## config.mk

```make
export PLATFORM = sky130hd
export DESIGN_NAME = bsca_ctrl
export DESIGN_NICKNAME = d
export VERILOG_FILES = /design/src/rtl/core/bsca_pkg.sv /design/src/rtl/core/bsca_ctrl.sv
export SDC_FILE = /design/constraint.sdc
export NUM_CORES = 1
export LEC_CHECK = 0
export BUFFER_PORTS_ARGS = -buffer_cell sky130_fd_sc_hd__buf_2
export CAP_MARGIN = 30
export CORE_MARGIN = 3
export CORE_UTILIZATION = 35
export CTS_CLUSTER_DIAMETER = 50
export CTS_CLUSTER_SIZE = 20
export DETAILED_ROUTE_END_ITERATION = 10
export GPL_TIMING_DRIVEN = 0
export PLACE_DENSITY_LB_ADDON = 0.05
export SYNTH_ARGS = -nofsm -noshare
export SYNTH_HDL_FRONTEND = slang
export SYNTH_SLANG_ARGS = --single-unit
```

## constraint.sdc

```tcl
create_clock -name clk -period 10.4 [get_ports clk]
set_input_delay 0.52 -clock clk [delete_from_list [all_inputs] [get_ports clk]]
set_output_delay 0.52 -clock clk [all_outputs]
set_load 0.005 [all_outputs]
```

## src/rtl/core/bsca_pkg.sv

```systemverilog
`timescale 1ns / 1ps
// ----------------------------------------------------------------------------
// bsca_pkg
// Types, codes and helpers shared by the split and coalesce allocator core.
// ----------------------------------------------------------------------------
package bsca_pkg;

  localparam int FIELD_W = 10;
  localparam int DEF_MEM_WORDS = 1024;
  localparam int DEF_HEADER_WORDS = 4;

  localparam logic [1:0] CMD_CREATE = 2'd0;
  localparam logic [1:0] CMD_SPLIT  = 2'd1;
  localparam logic [1:0] CMD_FREE   = 2'd2;

  typedef struct packed {
    logic [1:0]         command;
    logic [FIELD_W-1:0] block_index;
    logic [FIELD_W-1:0] request_length;
    logic [FIELD_W-1:0] prev_link;
    logic [FIELD_W-1:0] next_link;
  } cmd_item_t;

  typedef struct packed {
    logic [FIELD_W-1:0] data_start;
    logic [FIELD_W-1:0] allocated_words;
    logic [FIELD_W-1:0] overhead_words;
  } res_item_t;

  typedef struct packed {
    logic [FIELD_W-1:0] length;
    logic [FIELD_W-1:0] prev;
    logic [FIELD_W-1:0] next;
    logic               is_free;
  } hdr_t;

  typedef struct packed {
    logic               we;
    logic [FIELD_W-1:0] waddr;
    hdr_t               wdata;
    logic [FIELD_W-1:0] raddr;
  } mem_req_t;

  typedef enum logic [3:0] {
    S_IDLE,
    S_SP_A,
    S_SP_B,
    S_SP_C,
    S_F_A,
    S_F_P,
    S_F_NU,
    S_F_N,
    S_G_P,
    S_G_NU,
    S_DONE
  } state_t;

  // remainder of a link value by the memory depth, restoring subtract steps
  function automatic logic [FIELD_W-1:0] fold_addr(input logic [FIELD_W-1:0] a,
                                                   input int unsigned words);
    logic [23:0] r;
    logic [23:0] m;
    r = 24'(a);
    for (int k = 6; k >= 0; k--) begin
      m = 24'(words) << k;
      if (r >= m) begin
        r = r - m;
      end
    end
    return r[FIELD_W-1:0];
  endfunction

endpackage

```

## src/rtl/core/bsca_ctrl.sv

```systemverilog
`timescale 1ns / 1ps
// ----------------------------------------------------------------------------
// bsca_ctrl
// Command sequencer: read-modify-write steps on the header store for
// create, split and free with coalescing, plus the word counters.
// ----------------------------------------------------------------------------
module bsca_ctrl
  import bsca_pkg::*;
#(
  parameter int HEADER_WORDS = DEF_HEADER_WORDS
) (
  input  logic      clk,
  input  logic      rst,
  input  logic      cmd_valid,
  output logic      cmd_ready,
  input  cmd_item_t cmd_data,
  input  logic      out_free,
  output logic      out_load,
  output res_item_t out_data,
  output mem_req_t  mem_req,
  input  hdr_t      mem_rdata
);

  localparam logic [FIELD_W-1:0] HW = FIELD_W'(HEADER_WORDS);

  state_t             state;
  state_t             state_next;
  logic [1:0]         cmd_q;
  logic [FIELD_W-1:0] idx_q;
  logic [FIELD_W-1:0] req_q;
  hdr_t               h_q;
  hdr_t               h_next;
  logic [FIELD_W-1:0] alloc_cnt;
  logic [FIELD_W-1:0] alloc_cnt_next;
  logic [FIELD_W-1:0] ovh_cnt;
  logic [FIELD_W-1:0] ovh_cnt_next;
  logic [FIELD_W-1:0] nidx;
  logic               cmd_fire;

  assign cmd_ready = (state == S_IDLE);
  assign cmd_fire  = cmd_valid && cmd_ready;
  assign nidx      = idx_q + req_q + HW;

  always_ff @(posedge clk) begin
    if (rst) begin
      state     <= S_IDLE;
      alloc_cnt <= '0;
      ovh_cnt   <= '0;
    end else begin
      state     <= state_next;
      alloc_cnt <= alloc_cnt_next;
      ovh_cnt   <= ovh_cnt_next;
    end
  end

  always_ff @(posedge clk) begin
    h_q <= h_next;
    if (cmd_fire) begin
      cmd_q <= cmd_data.command;
      idx_q <= cmd_data.block_index;
      req_q <= cmd_data.request_length;
    end
  end

  always_comb begin
    hdr_t               nmod;
    logic [11:0]        need;
    logic [FIELD_W-1:0] nlen;
    state_next     = state;
    h_next         = h_q;
    alloc_cnt_next = alloc_cnt;
    ovh_cnt_next   = ovh_cnt;
    mem_req        = '0;
    mem_req.raddr  = idx_q;
    out_load       = 1'b0;
    out_data       = '0;
    nmod           = mem_rdata;
    need           = 12'(req_q) + 12'(HEADER_WORDS) + 12'd1;
    nlen           = mem_rdata.length - req_q - HW;
    case (state)
      S_IDLE: begin
        mem_req.raddr = cmd_data.block_index;
        if (cmd_fire) begin
          case (cmd_data.command)
            CMD_CREATE: begin
              mem_req.we    = 1'b1;
              mem_req.waddr = cmd_data.block_index;
              mem_req.wdata = '{length: cmd_data.request_length,
                                prev: cmd_data.prev_link,
                                next: cmd_data.next_link,
                                is_free: 1'b1};
              state_next    = S_DONE;
            end
            CMD_SPLIT: state_next = S_SP_A;
            CMD_FREE:  state_next = S_F_A;
            default:   state_next = S_DONE;
          endcase
        end
      end
      S_SP_A: begin
        h_next = mem_rdata;
        if (12'(mem_rdata.length) < need) begin
          // whole block given out
          mem_req.we            = 1'b1;
          mem_req.waddr         = idx_q;
          mem_req.wdata         = mem_rdata;
          mem_req.wdata.is_free = 1'b0;
          alloc_cnt_next        = alloc_cnt + mem_rdata.length;
          ovh_cnt_next          = ovh_cnt + HW;
          state_next            = S_DONE;
        end else begin
          mem_req.we    = 1'b1;
          mem_req.waddr = nidx;
          mem_req.wdata = '{length: nlen, prev: idx_q, next: mem_rdata.next,
                            is_free: 1'b1};
          if (mem_rdata.next != '0) begin
            mem_req.raddr = mem_rdata.next;
            state_next    = S_SP_B;
          end else begin
            state_next    = S_SP_C;
          end
        end
      end
      S_SP_B: begin
        mem_req.we         = 1'b1;
        mem_req.waddr      = h_q.next;
        mem_req.wdata      = mem_rdata;
        mem_req.wdata.prev = nidx;
        state_next         = S_SP_C;
      end
      S_SP_C: begin
        mem_req.we    = 1'b1;
        mem_req.waddr = idx_q;
        mem_req.wdata = '{length: req_q, prev: mem_rdata.prev, next: nidx,
                          is_free: 1'b0};
        alloc_cnt_next = alloc_cnt + req_q;
        ovh_cnt_next   = ovh_cnt + HW;
        state_next     = S_DONE;
      end
      S_F_A: begin
        h_next = mem_rdata;
        if (!mem_rdata.is_free) begin
          mem_req.we            = 1'b1;
          mem_req.waddr         = idx_q;
          mem_req.wdata         = mem_rdata;
          mem_req.wdata.is_free = 1'b1;
          alloc_cnt_next        = alloc_cnt - mem_rdata.length;
          ovh_cnt_next          = ovh_cnt - HW;
        end
        if (mem_rdata.prev != '0) begin
          mem_req.raddr = mem_rdata.prev;
          state_next    = S_F_P;
        end else if (mem_rdata.next != '0) begin
          mem_req.raddr = mem_rdata.next;
          state_next    = S_F_N;
        end else begin
          state_next    = S_DONE;
        end
      end
      S_F_P, S_G_P: begin
        mem_req.raddr = h_q.next;
        if (mem_rdata.is_free) begin
          // merge into free predecessor
          mem_req.we    = 1'b1;
          mem_req.waddr = h_q.prev;
          mem_req.wdata = '{length: mem_rdata.length + h_q.length + HW,
                            prev: mem_rdata.prev, next: h_q.next,
                            is_free: mem_rdata.is_free};
          if (h_q.next != '0) begin
            state_next = (state == S_F_P) ? S_F_NU : S_G_NU;
          end else begin
            state_next = S_DONE;
          end
        end else if ((state == S_F_P) && (h_q.next != '0)) begin
          state_next = S_F_N;
        end else begin
          state_next = S_DONE;
        end
      end
      S_F_NU, S_F_N: begin
        if (state == S_F_NU) begin
          nmod.prev     = h_q.prev;
          mem_req.we    = 1'b1;
          mem_req.waddr = h_q.next;
          mem_req.wdata = nmod;
        end
        if (nmod.is_free) begin
          // follow-on merge of the free successor
          h_next = nmod;
          if (nmod.prev != '0) begin
            mem_req.raddr = nmod.prev;
            state_next    = S_G_P;
          end else begin
            state_next    = S_DONE;
          end
        end else begin
          state_next = S_DONE;
        end
      end
      S_G_NU: begin
        mem_req.we         = 1'b1;
        mem_req.waddr      = h_q.next;
        mem_req.wdata      = mem_rdata;
        mem_req.wdata.prev = h_q.prev;
        state_next         = S_DONE;
      end
      S_DONE: begin
        out_data.data_start      = (cmd_q == CMD_SPLIT) ? (idx_q + HW) : '0;
        out_data.allocated_words = alloc_cnt;
        out_data.overhead_words  = ovh_cnt;
        if (out_free) begin
          out_load   = 1'b1;
          state_next = S_IDLE;
        end
      end
      default: state_next = S_IDLE;
    endcase
  end

  a_fire_leaves_idle: assert property (@(posedge clk) disable iff (rst)
    cmd_fire |=> (state != S_IDLE))
    else $error("accepted command did not start");

  a_idle_counters_hold: assert property (@(posedge clk) disable iff (rst)
    (state == S_IDLE) |=> ($stable(alloc_cnt) && $stable(ovh_cnt)))
    else $error("counter changed while idle");

  a_done_holds_on_stall: assert property (@(posedge clk) disable iff (rst)
    ((state == S_DONE) && !out_free) |=> (state == S_DONE))
    else $error("result dropped while output full");

  a_idle_write_is_create: assert property (@(posedge clk) disable iff (rst)
    (mem_req.we && (state == S_IDLE)) |-> (cmd_fire && (cmd_data.command == CMD_CREATE)))
    else $error("header write while idle without create");

endmodule

```

==> run metrics <==
outcome=completed; worst hold start=cmd_data[20]; Slew headroom=0.3175; Hold Buf Count CTS=0; DRT iter0 DRCs=925; worst min path class=primary input to register; number of synthesized flops with an enable pin=52; Synth area leader=edfxtp_1; Pwr per Cell Area=291.3 nW/um^2; Via density=5.874; Setup crit start kind=register; Final Core Density=0.4332; via count=8494; maximum vdd ir drop=0.1092 mV; Final Skew=0.007844 ns; most frequent cell after synthesis=nand2_1; Synth Register Bits=74; reg-to-reg endpoint=alloc_cnt[9]$_SDFFE_PP0P_; Yosys cell types=75; clock slew at reported path FFs=0.07 ns; Seq/Total Area, Yosys=0.2478; FF/Latch Area=2002 sq um; initial cell density of the core=0.3635; vias in the first global route=8112; critical path endpoint category=output pin; RSZ-0062 raised after global routing=no; Ports=161; Power Total=2.805 mW; Yosys warnings=0; worst-margin pin slew=1.017 ns; clk_lat worst skew=0.36 ns; fmax=206.4 MHz; pin count of the biggest net entering global routing=15; # rows=54; FF-to-FF Start=state[3]$_SDFFE_PP0P_; CP required=9.88 ns; Clock Sinks=74; Pre-antenna DRT Iters=10; multi-input logic area=5582 sq um; # resized after CTS=0; total CTS buffers=9; Setup Buffers After CTS=0; total negative slack=0 ns; routed length per placed instance=23.07 um; # DRC=0; hold worst-path end=req_q[0]$_DFFE_PP_; first-pass GRT wire length=49030 um; slowest stage delay, CP=0.65 ns; Placed Cells=1430; # fillers=2305; Port Buffers=157; fin nets=1326; Synth Cell Area=8080 sq um; clk buf depth=2; Mean Syn Cell Area=8.187 sq um; Post-Layout Cell Count=1446; All-Layer GR Usage=0.2620; Routed Antenna Nets=0; final setup fails=0; die width=157.9 um; cells after synthesis=987; fraction of registers with async set/reset=0; max-slew violations=0; crit-path cells=ha_1 -> o2111ai_1 -> nor2_1 -> xnor2_1 -> ha_1 -> nand2_1 -> o21ai_0 -> o22a_1 -> o21a_1 -> clkbuf_1 -> clkbuf_1 -> a22oi_1 -> o221ai_1 -> buf_2; GPL Wtd Cong=0.9440; core area=22230 sq um; dpl hpwl=26430 um; fin crit period=4.845 ns; Tcrit/Tclk final=0.4659; layout cells sized above 1=0.1861; crit path DAT=4.32 ns; CTS tree=done; Hold Path Depth=1; R2R cell count=16; CP Max Fanout=10; H-tree depth=3; leakage power=4.250 nW; max_cap viols=0; Ant. Diodes=0; Vert. Die Dim=157.9 um; top-area cell type share of the netlist area=0.1932; ys flop type=edfxtp_1; Worst path slowest cell=clkbuf_1; Die ar.=24950 sq um; Synth top cells by count=nand2_1, ha_1, nor2_1; synth top area cells=edfxtp_1, ha_1, dfxtp_1, nand2_1, a222oi_1; Crit Path Category=register to output pin; remaining global-route overflow=0; CTS root buffer=clkbuf_16; initial antenna violation count=0; Worst R2R Setup Slack=5.72 ns; final wirelength=33360 um; area grow syn2layout=19.19%; Final Hold Fails=0
==> where the power goes <==
group	total (mW)	internal (mW)	switching (mW)
clock	0.381	0.236	0.145
combinational	1.91	0.749	1.16
sequential	0.513	0.424	0.0889
==> through the flow <==
step / cell area (sq um) / hold WS [ns] / setup WS [ns]
finish: 9630 / 0.3518 / 5.555
global route: 9630 / 0.3494 / 5.391
CTS: 9630 / 0.3453 / 5.590
detailed placement: 9289 / 0.4742 / 5.812
global placement: 9220 / 0.4693 / 3.487
floorplan: 8084 / 0.4536 / 6.345
==> worst max path at each step <==
| stage | depth (start not counted) | start | slack, ns | endpoint |
|---|---|---|---|---|
| 2_1_floorplan | 9 | state[0]$_SDFFE_PP0P_ | 6.34 | mem_req[43] |
| 6_report | 14 | req_q[0]$_DFFE_PP_ | 5.56 | mem_req[4] |
| 5_1_grt | 14 | req_q[0]$_DFFE_PP_ | 5.39 | mem_req[4] |
| 4_1_cts | 14 | req_q[0]$_DFFE_PP_ | 5.59 | mem_req[4] |
| 3_5_place_dp | 16 | state[3]$_SDFFE_PP0P_ | 5.81 | alloc_cnt[9]$_SDFFE_PP0P_ |
| 3_3_place_gp | 10 | state[0]$_SDFFE_PP0P_ | 3.49 | mem_req[34] |
==> cell type report <==
cell class,count,share of cell area
Clock inverter,6,0.01169
Inverter,60,0.02339
Tap cell,280,0.03638
Timing Repair Buffer,162,0.08705
Multi-Input combinational cell,787,0.5796
Buffer,67,0.03027
Sequential cell,74,0.2079
Clock buffer,10,0.02378
==> kinds of logic after synthesis <==
group	synth area share
AO/OA/AOI/OAI	0.2442
XOR/XNOR	0.06720
other	0.0004641
buffers and inverters	0.06395
multiplexers	0.04444
AND/OR/NAND/NOR	0.1911
flip-flops	0.2478
adder cells (fa/ha/maj)	0.1409
==> placed cells by master (no fill, tap or decap), types with 22 or more instances in the layout <==
cell,synthesis,layout
a21oi_1,63,63
edfxtp_1,52,52
buf_2,11,168
xnor2_1,44,44
mux2i_1,28,28
clkbuf_1,46,47
dfxtp_1,22,22
nand2_1,110,110
o21ai_0,52,52
and2_1,25,25
o211ai_1,24,24
ha_1,83,83
nor2_1,79,79
inv_1,59,59
a222oi_1,39,39
==> metal layers <==
metal | routed length, um | share of wire | global-route usage
met5 | 0 | 0 | 0
met4 | 726 | 0.022 | 0.06678
met3 | 3090 | 0.093 | 0.07108
met2 | 14380 | 0.43 | 0.3924
met1 | 15170 | 0.45 | 0.3740
==> worst max-delay path, delay by kind of cell, from the launching register on <==
kind,cells,cell delay (ns)
and+or+nand+nor,2,0.16
adders and majority gates,2,0.59
xor gates and xnor gates,1,0.15
DFF,1,0.54
buffers and inverters,3,1.13
AOI/OAI and AO/OA,6,1.40
Power figures use the tool's default switching activity.
