File: config.mk
export PLATFORM = sky130hd
export DESIGN_NAME = bsca_out_reg
export DESIGN_NICKNAME = d
export VERILOG_FILES = /design/src/rtl/core/bsca_pkg.sv /design/src/rtl/core/bsca_out_reg.sv
export SDC_FILE = /design/constraint.sdc
export NUM_CORES = 1
export LEC_CHECK = 0
export BUFFER_PORTS_ARGS = -buffer_cell sky130_fd_sc_hd__buf_4
export CORE_ASPECT_RATIO = 0.75
export CORE_MARGIN = 1.5
export CORE_UTILIZATION = 39
export DETAILED_ROUTE_END_ITERATION = 6
export PLACE_DENSITY = 0.76
export REMOVE_ABC_BUFFERS = 1
export SYNTH_ARGS = -nofsm -noshare
export SYNTH_HDL_FRONTEND = slang
export SYNTH_SLANG_ARGS = --single-unit
export TNS_END_PERCENT = 20
File: constraint.sdc
create_clock -name clk -period 0.9 [get_ports clk]
set_clock_uncertainty 0.2 [all_clocks]
set_input_delay 0.225 -clock clk [delete_from_list [all_inputs] [get_ports clk]]
set_output_delay 0.225 -clock clk [all_outputs]
set_load 0.03 [all_outputs]
File: src/rtl/core/bsca_pkg.sv
`timescale 1ns / 1ps
// ----------------------------------------------------------------------------
// bsca_pkg
// Types, codes and helpers shared by the split and coalesce allocator core.
// ----------------------------------------------------------------------------
package bsca_pkg;

  localparam int FIELD_W = 10;
  localparam int DEF_MEM_WORDS = 1024;
  localparam int DEF_HEADER_WORDS = 4;

  localparam logic [1:0] CMD_CREATE = 2'd0;
  localparam logic [1:0] CMD_SPLIT  = 2'd1;
  localparam logic [1:0] CMD_FREE   = 2'd2;

  typedef struct packed {
    logic [1:0]         command;
    logic [FIELD_W-1:0] block_index;
    logic [FIELD_W-1:0] request_length;
    logic [FIELD_W-1:0] prev_link;
    logic [FIELD_W-1:0] next_link;
  } cmd_item_t;

  typedef struct packed {
    logic [FIELD_W-1:0] data_start;
    logic [FIELD_W-1:0] allocated_words;
    logic [FIELD_W-1:0] overhead_words;
  } res_item_t;

  typedef struct packed {
    logic [FIELD_W-1:0] length;
    logic [FIELD_W-1:0] prev;
    logic [FIELD_W-1:0] next;
    logic               is_free;
  } hdr_t;

  typedef struct packed {
    logic               we;
    logic [FIELD_W-1:0] waddr;
    hdr_t               wdata;
    logic [FIELD_W-1:0] raddr;
  } mem_req_t;

  typedef enum logic [3:0] {
    S_IDLE,
    S_SP_A,
    S_SP_B,
    S_SP_C,
    S_F_A,
    S_F_P,
    S_F_NU,
    S_F_N,
    S_G_P,
    S_G_NU,
    S_DONE
  } state_t;

  // remainder of a link value by the memory depth, restoring subtract steps
  function automatic logic [FIELD_W-1:0] fold_addr(input logic [FIELD_W-1:0] a,
                                                   input int unsigned words);
    logic [23:0] r;
    logic [23:0] m;
    r = 24'(a);
    for (int k = 6; k >= 0; k--) begin
      m = 24'(words) << k;
      if (r >= m) begin
        r = r - m;
      end
    end
    return r[FIELD_W-1:0];
  endfunction

endpackage

File: src/rtl/core/bsca_out_reg.sv
`timescale 1ns / 1ps
// ----------------------------------------------------------------------------
// bsca_out_reg
// Result holding register on the output channel.
// ----------------------------------------------------------------------------
module bsca_out_reg
  import bsca_pkg::*;
(
  input  logic      clk,
  input  logic      rst,
  input  logic      load,
  input  res_item_t data,
  output logic      free,
  output logic      valid,
  input  logic      ready,
  output res_item_t q
);

  assign free = !valid || ready;

  always_ff @(posedge clk) begin
    if (rst) begin
      valid <= 1'b0;
    end else if (load) begin
      valid <= 1'b1;
    end else if (ready) begin
      valid <= 1'b0;
    end
  end

  always_ff @(posedge clk) begin
    if (load) begin
      q <= data;
    end
  end

endmodule

==> results.yml, run 1 <==
status:
  status: "complete, but fails checks"
  failed_checks: "negative hold slack, negative setup slack"
floorplan:
  fp.dieW_um: 59.9
  num_rows: 15
  ios: 66
  dieHeight_um: 45.7
  initial_core_util_pct: 41.4
  core_sq_um: 2290
  dieArea_sq_um: 2740
grt:
  antenna_found_initial: 0
  gr-total-overflow: 0
  grt_pass1_wl_mm: 3.06
  grt_usage_pct: 17.3
  grt_pass1_vias: 585
  grt_max_degree: 18
final_layout:
  stdcell_count: 143
  ff_latch_area_sq_um: 922
  final_util_pct: 73.9
  synthToLayoutAreaGrowth_pct: 78.7
  nets: 143
  fillCellCount: 148
  antenna_cells: 0
  drive_above_1_share_pct: 70.6
  multi_input_area_sq_um: 22.5
sta:
  worst_slack_ns: -0.455
  relSlewSlack_pct: 91.8
  rsz0062_at_grt: "true"
  hold_viol_final: 31
  holdWs_ns: -0.159
  drv_slew: 0
  fin_crit_ns: 1.36
  max_freq_ghz: 0.738
  tightest_slew_ns: 0.122
  fin_tns_setup_ns: -12.57
  finalSetupViolations: 32
  fin_crit_sh_pct: 151
route:
  via_count: 603
  ant_nets: 0
  met3_length_um: 203
  drc: 0
  highest_layer: "met4"
  via_per_inst: 4.22
  wl_met1_um: 846
  wl_mm: 2.34
  route.met2.wl_mm: 1.25
  wl_per_cell_um: 16.4
  drt-initial-drc-count: 11
  dr.pass1.iters: 4
clock_tree:
  post-cts-setup-buffer-count: 0
  cts.root.buffer_cell: "clkbuf_4"
  cts_max_level: 2
  cts_buffers: 5
  cts_sinks: 31
  clk_pin_slew_ns: 0.11
  cts_tree: "done"
  clockBufferDepth: 2
  clock_latency_ns: 0.31
synth:
  yosysWarnings: 0
  synth_area_sq_um: 947
  yosys-top-cells-area: "edfxtp_1 (95%), dfxtp_1 (2.1%), nand2b_4 (1.5%)"
  post-synth-top-count-cell: "edfxtp_1"
  synth_area_leader_cell: "edfxtp_1"
  postSynthAreaPerCell_sq_um: 27.9
  synth_common_cells: "edfxtp_1 (30), a21oi_2 (1), dfxtp_1 (1), inv_1 (1), nand2b_4 (1)"
  synthDistinctLibCells: 5
  async_flop_share_pct: 0
  synth_edf_count: 30
  syn_inst: 34
  synth_flop_cell: "edfxtp_1"
  synth_top_area_share_pct: 95.1
  synth_sequential_area_ratio_pct: 97.2
  synth-seq-cells: 31
setup_path:
  slowest_delay_ns: 0.44
  critPathRequiredTime_ns: 0.47
  worstSetupPathType: "flop to primary output"
  critPathSlowestCell: "edfxtp_1"
  cp_top_family: "flip-flops"
  crit_path_end_kind: "primary output"
  cp-start-kind: "flop"
  crit_chain: "buf_6"
  arrival_ns: 0.93
  path_max_fanout: 1
  cp_num_buf_inv: 1
power_and_ir_drop:
  p_per_area_nw_per_um2: 1850
  p_leak_nw: 0.721
  peakVddDrop_mv: 1.08
placed_design:
  pre_cts_slack_ns: -0.153
  portBuffers: 65
  place_congestion: 0.633
  hpwl_mm: 1.46
  place_inst: 136
run:
  drv_cap: 0
hold_path:
  hold_path.class: "input port to flop"
==> registers in the layout, summed over array words and instances, names as in the netlist <==
signal / flops
q: 30
valid: 1
==> metrics by stage <==
stage / power, W / area (sq um) / hold WS [ns]
3_5_place_dp: 0.00235 / 1530 / 0.181
3_3_place_gp: 0.00234 / 1530 / 0.180
2_1_floorplan: 0.00202 / 947 / 0.0874
4_1_cts: 0.00313 / 1690 / -0.176
5_1_grt: 0.00325 / 1690 / -0.179
6_report: 0.00313 / 1690 / -0.159
==> cell usage in the layout, fill, tap and decap left out, drive strengths merged <==
cell type	count
buf	68
a21oi	1
edfxtp	30
dfxtp	1
inv	1
clkbuf	5
clkinv	2
nand2b	1
==> what timing repair did <==
action | in CTS | in global routing
endpoints found under the setup margin | 33 | 33
pin swaps | 0 | 1
gates resized for setup | 32 | 1
endpoints found under the hold margin | 31 | 31
==> cell type report <==
cell class | count | area share [%]
Inverter | 1 | 0.222
Clock inverter | 2 | 0.517
Tap cell | 34 | 2.51
Timing Repair Buffer | 68 | 38.7
Multi-Input combinational cell | 2 | 1.33
Sequential cell | 31 | 54.5
Clock buffer | 5 | 2.22
==> report_power, final <==
group | leakage (nW) | total (W) | internal, W | switching [W]
Sequential | 0.302 | 0.00177 | 0.00171 | 0.0000589
Clock | 0.0285 | 0.000721 | 0.000276 | 0.000444
Combinational | 0.390 | 0.000641 | 0.000315 | 0.000326
==> path summary, 6_finish.rpt <==
path                            slack (ns)  cells after the start   from  endpoint
worst max register to register        0.01                      3  valid     valid
worst min register to register        0.36                      3  valid     valid
worst min-delay path                 -0.16                      2    rst     valid
worst max-delay path                 -0.46                      1  q[17]     q[17]
==> cells by family (layout without fill, tap and decap cells) <==
family / count (synthesis) / in the layout / share of synthesized area (%)
AO/OA/AOI/OAI: 1 / 1 / 0.925
AND/OR/NAND/NOR: 1 / 1 / 1.45
flip-flops: 31 / 31 / 97.2
buffers and inverters: 1 / 76 / 0.396
==> per-layer routing <==
metal	track usage, %	vias up
met5	0	-
met4	9.33	0
met3	7.39	5
met2	29.3	36
met1	18.4	277
li1	-	285
Note: power is estimated with default switching activity, not from simulation.
==> inputs of run 2 (changes only) <==
--- a/config.mk
+++ b/config.mk
@@ -8,9 +8,10 @@
 export BUFFER_PORTS_ARGS = -buffer_cell sky130_fd_sc_hd__buf_4
 export CORE_ASPECT_RATIO = 0.75
 export CORE_MARGIN = 1.5
-export CORE_UTILIZATION = 39
+export CORE_UTILIZATION = 41
+export CTS_BUF_LIST = sky130_fd_sc_hd__clkbuf_2
 export DETAILED_ROUTE_END_ITERATION = 6
-export PLACE_DENSITY = 0.76
+export PLACE_DENSITY = 0.8
 export REMOVE_ABC_BUFFERS = 1
 export SYNTH_ARGS = -nofsm -noshare
 export SYNTH_HDL_FRONTEND = slang
==> results.yml, run 2 (synthesis gave the netlist of run 1 again) <==
status:
  status: "complete, but fails checks"
  failed_checks: "negative hold slack, negative setup slack"
final_layout:
  largest_reg_flops: 30
  ff_latch_area_sq_um: 922
  nets: 145
  final_common_cell: "buf_4"
  top_register: "q"
  fillCellCount: 108
  finalInstanceArea_sq_um: 1690
  synthToLayoutAreaGrowth_pct: 78.3
  final_cell_mix: "buf_4 (35), buf_6 (32), edfxtp_1 (30), clkbuf_2 (6)"
  antenna_cells: 0
  multi_input_area_sq_um: 22.5
  stdcell_count: 136
  drive_above_1_share_pct: 69.6
  top_regs: "q (30), valid (1)"
floorplan:
  core_sq_um: 2080
  ios: 66
  num_rows: 14
  fp.dieW_um: 58.5
  dieArea_sq_um: 2610
  initial_core_util_pct: 45.4
  dieHeight_um: 44.6
setup_path:
  crit_chain: "buf_6"
  arrival_ns: 0.94
  crit_path_end_kind: "primary output"
  cp_top_family: "flip-flops"
  slowest_delay_ns: 0.44
  reg2reg_depth: 4
  crit_cells: 1
  cp-start-kind: "flop"
  worstSetupPathType: "flop to primary output"
  critPathSlowestCell: "edfxtp_1"
  cp_num_buf_inv: 1
  path_max_fanout: 1
  critPathRequiredTime_ns: 0.47
grt:
  grt_pass1_wl_mm: 3.16
  grt_pass1_vias: 693
  grt_usage_pct: 18.1
  antenna_found_initial: 0
  grt_util_met2_pct: 31.9
  grtUsageMet3_pct: 9.36
  grt.met1_usage_pct: 18.5
  gr-total-overflow: 0
  grt-busiest-layer: "met2"
  grt_max_degree: 18
route:
  wl_per_cell_um: 15.9
  drc: 0
  drt-initial-drc-count: 12
  via_count: 625
  dr.pass1.iters: 4
  wl_mm: 2.16
  via_per_inst: 4.60
  ant_nets: 0
hold_path:
  hold_path.class: "input port to flop"
  min_delay_path_depth: 1
sta:
  max_freq_ghz: 0.734
  worst_slack_ns: -0.463
  fin_crit_ns: 1.36
  fin_tns_setup_ns: -13.90
  hold_viol_final: 30
  fin_crit_sh_pct: 151
  relSlewSlack_pct: 90.2
  rsz0062_at_grt: "true"
  holdWs_ns: -0.159
  drv_slew: 0
  tightest_slew_ns: 0.148
  finalSetupViolations: 33
power_and_ir_drop:
  p_leak_nw: 0.729
  p_per_area_nw_per_um2: 1790
  peakVddDrop_mv: 1.09
clock_tree:
  clockBufferDepth: 2
  cts_max_level: 2
  clk_pin_slew_ns: 0.15
  hold_buffers: 1
  cts.root.buffer_cell: "clkbuf_2"
  clock_latency_ns: 0.33
  cts_sinks: 31
  cts_buffers: 5
  cts_tree: "done"
placed_design:
  place_inst: 126
  place_congestion: 0.593
  placed_cell_area_sq_um: 1510
  portBuffers: 65
  pre_cts_slack_ns: -0.147
run:
  drv_cap: 0
## run 2: cell count changes in the layout (fill, tap and decap cells not counted)
cell	previous run	this run
dlygate4sd3_1	0	1
buf_4	34	35
clkbuf_4	5	0
clkbuf_2	0	6
clkinv_2	1	0
clkinv_1	1	2
## run 2: path summary, 6_finish.rpt
| kind | to | start | slack [ns] |
|---|---|---|---|
| setup / recovery | q[8] | q[8] | -0.46 |
| setup reg to reg | valid | valid | -0.13 |
| hold reg to reg | valid | valid | 0.47 |
| hold / removal | q[4] | data[4] | -0.16 |
## run 2: layout make-up
type,count,share of cell area (%)
Clock buffer,6,1.78
Clock inverter,2,0.444
Inverter,1,0.222
Multi-Input combinational cell,2,1.33
Sequential cell,31,54.6
Tap cell,24,1.78
Timing Repair Buffer,70,39.9
## run 2: timing repair
item,CTS,global route
pin swaps,1,0
buffers inserted,0,1
setup endpoints to repair,33,33
gates resized for setup,33,0
endpoints found under the hold margin,31,30
## run 2: power breakdown
group,switching [W],internal (W)
logic,0.000325,0.000320
clock network,0.000433,0.000187
registers,0.0000538,0.00171
## run 2: through the flow
| stage | utilization (%) | hold slack, ns | power, W |
|---|---|---|---|
| floorplan | - | 0.0874 | 0.00202 |
| global placement | 72.6 | 0.181 | 0.00233 |
| detailed placement | 72.6 | 0.188 | 0.00235 |
| CTS | 80.7 | -0.188 | 0.00306 |
| global route | 81.0 | -0.199 | 0.00315 |
| finish | 81.0 | -0.159 | 0.00303 |
## run 2: routing by layer
metal,vias to the layer above,part of all wire [%]
li1,289,-
met1,301,33
met2,31,58
met3,4,8.2
met4,0,1.1
met5,-,0
==> inputs of run 3 (changes only) <==
==> constraint.sdc (replaced) <==
create_clock -name clk -period 1.5 [get_ports clk]
set_clock_uncertainty 0.2 [all_clocks]
set_input_delay 0.375 -clock clk [delete_from_list [all_inputs] [get_ports clk]]
set_output_delay 0.375 -clock clk [all_outputs]
set_load 0.03 [all_outputs]
==> results.yml, run 3 (synthesis gave the netlist of run 1 again) <==
status:
  status: "complete, but fails checks"
  failed_checks: "negative setup slack"
route:
  drt-initial-drc-count: 11
  dr.pass1.iters: 4
  wl_mm: 2.87
  via_per_inst: 4.45
  wl_per_cell_um: 17.7
  via_count: 721
  drc: 0
  ant_nets: 0
setup_path:
  critPathSlowestCell: "edfxtp_1"
  crit_path_end_kind: "primary output"
  cp-start-kind: "flop"
  worstSetupPathType: "flop to primary output"
  crit_chain: "buf_6"
  slowest_delay_ns: 0.44
  cp_num_buf_inv: 1
  cp_top_family: "flip-flops"
  arrival_ns: 0.95
  reg2reg_depth: 2
  r2r-end: "valid"
  critPathRequiredTime_ns: 0.92
  r2r-start: "valid"
  r2r_setup_slack_ns: 0.66
  path_max_fanout: 1
run:
  drv_cap: 0
placed_design:
  place_inst: 123
  portBuffers: 65
  place_congestion: 0.575
sta:
  fin_crit_ns: 1.53
  fin_crit_sh_pct: 102
  max_freq_ghz: 0.655
  holdWs_ns: 0.109
  drv_slew: 0
  finalSetupViolations: 7
  relSlewSlack_pct: 75.0
  rsz0062_at_grt: "true"
  worst_slack_ns: -0.0257
  hold_viol_final: 0
  tightest_slew_ns: 0.375
final_layout:
  largest_reg_flops: 30
  final_common_cell: "buf_4"
  final_cell_mix: "buf_4 (33), buf_6 (32), dlygate4sd3_1 (31), edfxtp_1 (30), clkbuf_2 (8)"
  fillCellCount: 60
  top_regs: "q (30), valid (1)"
  drive_above_1_share_pct: 55.1
  antenna_cells: 0
  top_register: "q"
  synthToLayoutAreaGrowth_pct: 105
  ff_latch_area_sq_um: 925
  multi_input_area_sq_um: 22.5
  stdcell_count: 162
  nets: 171
hold_path:
  hold_end: "valid"
  min_delay_path_depth: 3
  hold_path.class: "input port to flop"
  hp-start: "ready"
clock_tree:
  cts.root.buffer_cell: "clkbuf_2"
  cts_buffers: 5
  cts_max_level: 2
  clock_latency_ns: 0.34
  cts_sinks: 31
  clk_pin_slew_ns: 0.16
  cts_tree: "done"
  clockBufferDepth: 2
power_and_ir_drop:
  total_power_w: 0.00191
  p_per_area_nw_per_um2: 983
  peakVddDrop_mv: 0.641
  p_leak_nw: 0.832
floorplan:
  ios: 66
  dieArea_sq_um: 2610
  fp.dieW_um: 58.5
  dieHeight_um: 44.6
  num_rows: 14
  initial_core_util_pct: 45.4
  core_sq_um: 2080
grt:
  grt_usage_pct: 24.2
  grt_pass1_wl_mm: 4.06
  gr-total-overflow: 0
  grt_pass1_vias: 789
  grt_max_degree: 32
  antenna_found_initial: 0
run 3: how the worst max path moves through the flow:
stage / to / slack (ns) / depth (start not counted) / from
6_report: q[10] / -0.03 / 1 / q[10]
5_1_grt: q[14] / -0.07 / 1 / q[14]
4_1_cts: q[18] / -0.05 / 1 / q[18]
3_5_place_dp: free / 0.13 / 3 / ready
3_3_place_gp: free / 0.15 / 3 / ready
2_1_floorplan: free / 0.25 / 1 / valid
run 3: per-stage QoR:
stage	util [%]	instance area, sq um	setup TNS, ns	setup slack (ns)
floorplan	-	947	0	0.254
global placement	70.3	1470	0	0.150
detailed placement	70.3	1470	0	0.134
CTS	92.7	1930	-0.503	-0.0457
global route	93.0	1940	-1.32	-0.0728
finish	93.0	1940	-0.106	-0.0257
run 3: layout make-up:
class / instances / share of cell area, %
inverter: 1 / 0.194
timing repair buffer: 96 / 47.4
tap: 24 / 1.55
multi-input combinational: 2 / 1.16
clock buffer: 8 / 2.06
sequential: 31 / 47.7
run 3: worst min-delay path, delay by kind of cell:
family | cells | cell delay, ns
AND/OR/NAND/NOR | 1 | 0.12
buffers and inverters | 1 | 0.08
AO/OA/AOI/OAI | 1 | 0.05
run 3: metal layers:
layer,vias to the layer above,part of all wire [%],track usage [%]
li1,338,-,-
met1,340,33,23.6
met2,39,59,44.5
met3,4,6.5,11.7
met4,0,1.6,8.84
met5,-,0,0
run 3: timing repair:
item                                    4_1_cts  5_1_grt
gates resized for setup                      32        2
pin swaps                                     0        0
setup buffers                                 0        0
hold buffers                                 31        0
cloned                                        0        0
hold endpoints to repair                     31        0
endpoints found under the setup margin       32       32
run 3: power breakdown:
| group | leakage (nW) | total [W] | internal [W] | switching, W |
|---|---|---|---|---|
| sequential | 0.303 | 0.00106 | 0.00102 | 0.0000358 |
| combinational | 0.496 | 0.000443 | 0.000230 | 0.000212 |
| clock | 0.0332 | 0.000403 | 0.000138 | 0.000265 |
| total | 0.832 | 0.00191 | 0.00139 | 0.000513 |
